==> src/sv/dial_sweep_ratio_assert.svh <==
// Assertion macros used by the dial sweep ratio design.
`ifndef DIAL_SWEEP_RATIO_ASSERT_SVH
`define DIAL_SWEEP_RATIO_ASSERT_SVH

// Clocked check that is switched off while reset is asserted.
`define DSR_ASSERT(lbl, prop, msg) \
    lbl: assert property (@(posedge clk) disable iff (!rst_n) prop) else $error(msg);

// Clocked check that also holds during reset.
`define DSR_ASSERT_ALWAYS(lbl, prop, msg) \
    lbl: assert property (@(posedge clk) prop) else $error(msg);

`endif

==> src/sv/dsr_pkg.sv <==
`default_nettype none
package dsr_pkg;

    localparam int CORDIC_STAGES = 16;
    localparam int VEC_W = 17;
    localparam int PROD_W = 34;
    localparam int DOT_W = 35;
    localparam int CW = 38;
    localparam int ANG_W = 32;
    localparam int SWEEP_W = 33;
    localparam int SUM_W = 34;
    localparam int NUM_W = 45;
    localparam int REM_W = 49;
    localparam int Q_W = 16;
    localparam int DIV_STEPS = 16;
    localparam logic [ANG_W-1:0] HALF_TURN = 32'h8000_0000;

    typedef enum logic [2:0] {
        REG_START_X,
        REG_START_Y,
        REG_END_X,
        REG_END_Y,
        REG_CENTER_X,
        REG_CENTER_Y,
        REG_SWEEP_POS
    } reg_idx_t;

    typedef struct packed {
        logic signed [15:0] start_x;
        logic signed [15:0] start_y;
        logic signed [15:0] end_x;
        logic signed [15:0] end_y;
        logic signed [15:0] center_x;
        logic signed [15:0] center_y;
    } dial_cfg_t;

    // Arctangent of 2^-i, one turn = 2^32.
    function automatic logic [ANG_W-1:0] atan_lut(input logic [4:0] idx);
        logic [ANG_W-1:0] r;
        case (idx)
            5'd0:  r = 32'h20000000;
            5'd1:  r = 32'h12E4051E;
            5'd2:  r = 32'h09FB385B;
            5'd3:  r = 32'h051111D4;
            5'd4:  r = 32'h028B0D43;
            5'd5:  r = 32'h0145D7E1;
            5'd6:  r = 32'h00A2F61E;
            5'd7:  r = 32'h00517C55;
            5'd8:  r = 32'h0028BE53;
            5'd9:  r = 32'h00145F2F;
            5'd10: r = 32'h000A2F98;
            5'd11: r = 32'h000517CC;
            5'd12: r = 32'h00028BE6;
            5'd13: r = 32'h000145F3;
            5'd14: r = 32'h0000A2FA;
            5'd15: r = 32'h0000517D;
            5'd16: r = 32'h000028BE;
            5'd17: r = 32'h0000145F;
            5'd18: r = 32'h00000A30;
            5'd19: r = 32'h00000518;
            5'd20: r = 32'h0000028C;
            5'd21: r = 32'h00000146;
            5'd22: r = 32'h000000A3;
            5'd23: r = 32'h00000051;
            default: r = '0;
        endcase
        return r;
    endfunction

    // Turns a positive-direction angle into a sweep in the configured direction.
    function automatic logic [SWEEP_W-1:0] sweep_of(input logic [ANG_W-1:0] ang,
                                                    input logic pos);
        logic [SWEEP_W-1:0] r;
        if (pos)
            r = (ang == '0) ? {1'b1, {ANG_W{1'b0}}} : {1'b0, ang};
        else
            r = {1'b0, -ang};
        return r;
    endfunction

endpackage
`default_nettype wire

==> src/sv/dsr_div.sv <==
`default_nettype none
module dsr_div (
    input  wire logic                               clk,
    input  wire logic                               en,
    input  wire logic [dsr_pkg::NUM_W-1:0]          num,
    input  wire logic [dsr_pkg::SWEEP_W-1:0]        den,
    output logic [dsr_pkg::Q_W-1:0]                 ratio
);

    localparam int S = dsr_pkg::DIV_STEPS;
    localparam int RW = dsr_pkg::REM_W;

    logic [RW-1:0]                   rem_reg [S+1];
    logic [dsr_pkg::SWEEP_W-1:0]     den_reg [S+1];
    logic [dsr_pkg::Q_W-1:0]         q_reg   [S+1];
    logic                            sat_reg [S+1];

    // Quotients of 2^16 or more saturate; below that the remainder always
    // stays under the divisor shifted by the next quotient bit.
    always_ff @(posedge clk)
    begin
        if (en)
        begin
            rem_reg[0] <= RW'(num);
            den_reg[0] <= den;
            q_reg[0]   <= '0;
            sat_reg[0] <= (RW'(num) >= {den, 16'b0});
        end
    end

    for (genvar j = 0; j < S; j++)
    begin : g_step
        localparam int K = S - 1 - j;
        logic [RW-1:0] trial;
        logic          geq;
        assign trial = RW'(den_reg[j]) << K;
        assign geq   = rem_reg[j] >= trial;

        always_ff @(posedge clk)
        begin
            if (en)
            begin
                rem_reg[j+1] <= geq ? rem_reg[j] - trial : rem_reg[j];
                den_reg[j+1] <= den_reg[j];
                sat_reg[j+1] <= sat_reg[j];
                q_reg[j+1]   <= q_reg[j] | (dsr_pkg::Q_W'(geq) << K);
            end
        end
    end

    assign ratio = sat_reg[S] ? '1 : q_reg[S];

endmodule
`default_nettype wire

==> config.mk <==
export PLATFORM = sky130hd
export DESIGN_NAME = dsr_div
export DESIGN_NICKNAME = d
export VERILOG_FILES = /design/src/sv/dial_sweep_ratio_assert.svh /design/src/sv/dsr_pkg.sv /design/src/sv/dsr_div.sv
export SDC_FILE = /design/constraint.sdc
export NUM_CORES = 2
export LEC_CHECK = 0
export BUFFER_PORTS_ARGS = -buffer_cell sky130_fd_sc_hd__buf_2
export CORE_MARGIN = 2
export CORE_UTILIZATION = 48
export DETAILED_ROUTE_END_ITERATION = 16
export MAX_ROUTING_LAYER = met4
export PLACE_DENSITY = 0.75
export SYNTH_ARGS = -nofsm -noshare
export SYNTH_HDL_FRONTEND = slang
export SYNTH_SLANG_ARGS = --single-unit
==> constraint.sdc <==
create_clock -name clk -period 3.2 [get_ports clk]
set_input_delay 0.64 -clock clk [delete_from_list [all_inputs] [get_ports clk]]
set_output_delay 0.64 -clock clk [all_outputs]
set_load 0.01 [all_outputs]
# == Word level (Yosys, flattened, before mapping) ==
# Memories as Yosys holds them, arrays and structs flattened.
# Index checks and enable logic that the tools add are counted.
# totals
mem_count,4
mem_bits_rw,1683
latchBits,0
regBits,0
output_inout_bits,16
inputBits,80
word_cells,72
mem_bits_ro,0
# classes
addsub,16
n_mul,0
n_eq_ne,0
n_reduce_logical,0
magnitude_cmp,17
shifts,0
div,0
bitwise,16
muxes,19
# mem_list
memory,depth,word_bits,rd,rd_clocked_by_memory_dff,write_ports,line_no,rtl
rem_reg,17,49,16,0,17,dsr_div.sv:13,logic [RW-1:0] rem_reg [S+1];
den_reg,17,33,16,0,17,dsr_div.sv:14,logic [dsr_pkg::SWEEP_W-1:0] den_reg [S+1];
q_reg,17,16,17,0,17,dsr_div.sv:15,logic [dsr_pkg::Q_W-1:0] q_reg [S+1];
sat_reg,17,1,17,0,17,dsr_div.sv:16,logic sat_reg [S+1];
# ops
operator,count
$mux 49,16
$ge 45x49->1,1
$ge 49x33->1,1
$ge 49x34->1,1
$ge 49x35->1,1
$ge 49x36->1,1
$ge 49x37->1,1
$ge 49x38->1,1
$ge 49x39->1,1
$ge 49x40->1,1
$ge 49x41->1,1
$ge 49x42->1,1
$ge 49x43->1,1
$ge 49x44->1,1
$ge 49x45->1,1
$ge 49x46->1,1
$ge 49x47->1,1
$ge 49x48->1,1
$sub 49x33->49,1
$sub 49x34->49,1
$sub 49x35->49,1
$sub 49x36->49,1
$sub 49x37->49,1
$sub 49x38->49,1
28 further kinds,29

# == Longest topological paths before layout ==
# An unclocked memory read counts as a cell.
# logic_depth
word_depth,3
depth_mapped,16
depth_no_buf,15

# == Worst setup path before layout ==
# Ideal clock, no wire load.
# synth_timing
path_type,reg2reg
startpoint,memory den_reg[0][396] (netlist bit)
endpoint,"memory rem_reg[0][684] (netlist bit), data pin"
period_less_slack_ns,3.559
n_path_buf,0
arrival_ns,3.292
stages_incl_launch_ff,14
required_time_ns,2.932
setup_ns,0.268
setup_slack_ns,-0.359
cell_sequence,edfxtp_1 -> ha_1 -> fa_1 -> nand2b_1 -> a21oi_1 -> o31ai_1 -> a211oi_2 -> a311oi_1 -> o31a_1 -> o31ai_4 -> a21oi_2 -> or4_4 -> nor4_2 -> xor2_1
# synth_rtl
item,line_no
from (decl),dsr_div.sv:14
to (decl),dsr_div.sv:13

==> results by group <==
Outcome
  • Status: finished with violations
  • Failing checks: negative setup slack

Cells and area
  • Most common cell after layout, fill and taps aside: buf_4
  • Fill cells: 11,630
  • Proportion of layout cells with a drive suffix above 1: 34.37%
  • Post-Layout Cell Count: 11,722
  • Design area: 112,300 um2
  • Nets: 10,032
  • Largest register FFs: 780
  • Synthesis-to-layout area growth: 38.82%
  • Most frequent cells in the layout: 1,646 x buf_4, 1,461 x edfxtp_1, 654 x inv_1

Clock tree
  • CTS tree: done
  • Root buffer cell: clkbuf_16
  • Clock Latency Late Sink: 0.82 ns
  • H-tree Lvls: 4
  • Worst-path clk slew: 0.06 ns
  • Num CTS Buffers: 159
  • Buffer levels on the longest clock path: 3
  • Clk sinks: 1,461

Die
  • Placeable Area: 167,200 um2
  • Row count: 150
  • Die Area: 171,800 um2
  • Die W: 414.5 um
  • Die height: 414.5 um
  • IO Count: 96
  • Initial core utilization: 48.36%

Pwr
  • Sw Pwr: 33.16 mW
  • Reg power frac: 31.8%
  • Switching Share: 35.88%
  • Clk pwr share: 19.7%
  • Peak VDD IR: 0.6165 mV
  • Comb pwr share: 48.4%
  • PwrDens: 823.1 nW/um2
  • Leakage power: 47.32 nW
  • P_int: 59.25 mW

STA
  • Worst-margin pin slew: 0.6799 ns
  • Final worst path period need: 3.802 ns
  • Final hold vios: 0
  • Clock Skews: 0.03773 ns
  • F_max: 263.0 MHz
  • Final setup vio count: 412
  • Final period util: 118.8%
  • Hold_ws: 0.04030 ns
  • Unrepaired setup endpoints after global routing: true
  • Max_slew headroom: 54.67%
  • Max Transition Viols Final: 0
  • Final worst slack: -0.6017 ns

Worst setup path
  • Arr. time, crit path: 4.33 ns
  • Crit path kind: reg2reg
  • RR Startpoint: den_reg[0][396]
  • Critical path data required time: 3.73 ns
  • Startpoint types: flop
  • Worst Path Max Fanout: 6
  • CP endpoint kind: flop
  • Worst Setup SP: den_reg[0][396]

Synth
  • Ys flop type: edfxtp_1
  • Syn_area_per_cell: 11.02 um2
  • Adder-cell share of the synthesized area: 8.943%
  • Ys Warns: 0
  • Netlist cell types: 85
  • FFs w/ async S/R, synth: 0%
  • Post-Synth Simple-Gate Area: 11.03%
  • XOR/XNOR Fraction of Synth Area: 5.881%
  • Synth Instances: 7,338
  • Largest family of logic cells by synthesized area: compound AO/OA/AOI/OAI gates
  • EDFF count, synth: 1,461
  • Mux contribution to synthesized area: 1.051%
  • Seq/Total Area, Yosys: 54.25%
  • Synth Area in Compound Gates: 14.64%
  • Synth Register Bits: 1,461
  • Syn Nets: 7,987
  • Area of the mapped netlist: 80,870 um2

Drt
  • Met2 Routed Length: 130,200 um
  • Met3 Wirelength: 6348 um
  • DR iter-0 viols: 3,902
  • Drt first pass iters: 6
  • Number of remaining DRC errors: 0
  • DR vias/cell: 5.457
  • Vias post-DR: 63,962
  • Highest metal used: met4
  • Antenna-violating nets left: 0
  • Routed length per instance: 19.73 um
  • M1 WL: 74,490 um
  • Total Wirelength: 231,300 um

Worst hold path
  • Hold WC Path Type: in2reg
  • Hold Crit Start: num[9]

Placement
  • Post-Place Cell Area: 95,910 um2
  • Post-DP HPWL: 154,700 um
  • Cell Count Post-Placement: 10,988
  • GP Congestion: 1.009
  • I/O Buffers: 95

Global routing
  • Antenna violations before repair: 1
  • First-pass GRT wire length: 336,300 um
  • Vias in the first global route: 65,971
  • Gr ovfl total: 0
  • GRT Util Overall: 25.44%
  • Largest net degree at the start of global routing: 123

Run
  • Max-cap viol count: 0
## cell families after synthesis
logic type,Yosys count
xor+xnor,543
simple gates,1851
flops,1461
compound gates,1936
mux,76
buf+inv,902
fa+ha+maj,569
## critical path, cell delays in order (launching register included)
cell and delay, ns:
edfxtp_1 0.40, ha_2 0.21, fa_2 0.34, nand2b_4 0.16, a21oi_4 0.16, o31ai_4 0.10
a211oi_4 0.35, a311oi_2 0.17, o31a_1 0.34, o31ai_4 0.25, buf_6 0.16, a21oi_4 0.07
buf_4 0.16, buf_12 0.12, buf_4 0.16, clkbuf_16 0.17, nand2_1 0.08, o21ai_0 0.09
## power groups by stage
stage                     sequential [mW]  clock (mW)  combinational [mW]
after global placement               29.3           0                36.6
after floorplan                      28.6           0                22.4
after CTS                            29.1        18.5                40.4
after global routing                 29.8        19.3                48.4
final                                29.4        18.2                44.8
after detailed placement             29.4           0                37.4
## worst paths after layout
path                endpoint  slack (ns)  depth (start not counted)
max reg2reg  rem_reg[0][655]       -0.60                         17
min reg2reg     q_reg[7][14]        0.41                          0
min            rem_reg[0][9]        0.04                          1
max          rem_reg[0][655]       -0.60                         17
## synth_stat cells, types with 107 or more instances
master / instances / area share, %
o21ai_0: 498 / 3.1
a21oi_1: 665 / 4.1
nand2_1: 559 / 2.6
ha_1: 554 / 8.6
nor3_1: 107 / 0.66
nand4_1: 121 / 0.94
a21o_1: 306 / 2.8
xnor2_1: 301 / 3.3
edfxtp_1: 1461 / 54
clkbuf_1: 195 / 0.91
nor2_1: 480 / 2.2
xor2_1: 242 / 2.6
inv_1: 685 / 3.2
nand3_1: 115 / 0.71
## per-layer routing
metal | vias up | track usage, %
met5 | - | -
met3 | 848 | 2.824
met4 | 0 | 18.45
met2 | 1630 | 49.78
li1 | 30958 | -
met1 | 30526 | 22.05
## metrics by stage
step / setup TNS, ns / worst slack (ns) / power, mW / util, %
after floorplan: -2.715 / -0.2847 / 51.01 / -
after global routing: -136.74 / -0.7269 / 97.58 / 67.13
after CTS: -80.88 / -0.5395 / 87.91 / 63.73
after global placement: -172.03 / -0.9420 / 65.84 / 57.36
after detailed placement: -207.21 / -0.9729 / 66.81 / 57.36
final: -95.51 / -0.6017 / 92.40 / 67.14
## area by class of cell
cell class / count / area (um2) / share of cell area (%)
Timing Repair Buffer: 2099 / 18470 / 16.45
Antenna cell: 2 / 5.005 / 0.004458
Multi-Input combinational cell: 4975 / 39400 / 35.10
Inverter: 687 / 2595 / 2.311
Sequential cell: 1461 / 43870 / 39.08
Clock inverter: 94 / 1030 / 0.9172
Clock buffer: 200 / 4133 / 3.681
Tap cell: 2204 / 2758 / 2.456
## timing repair
action | in CTS | in global routing
resized for setup | 633 | 1029
hold buffers | 67 | 0
hold endpoints to repair | 67 | 0
endpoints found under the setup margin | 623 | 603
pin swaps | 265 | 382
cloned | 37 | 34
buffers inserted | 177 | 188
(Power assumes the default switching activity.)
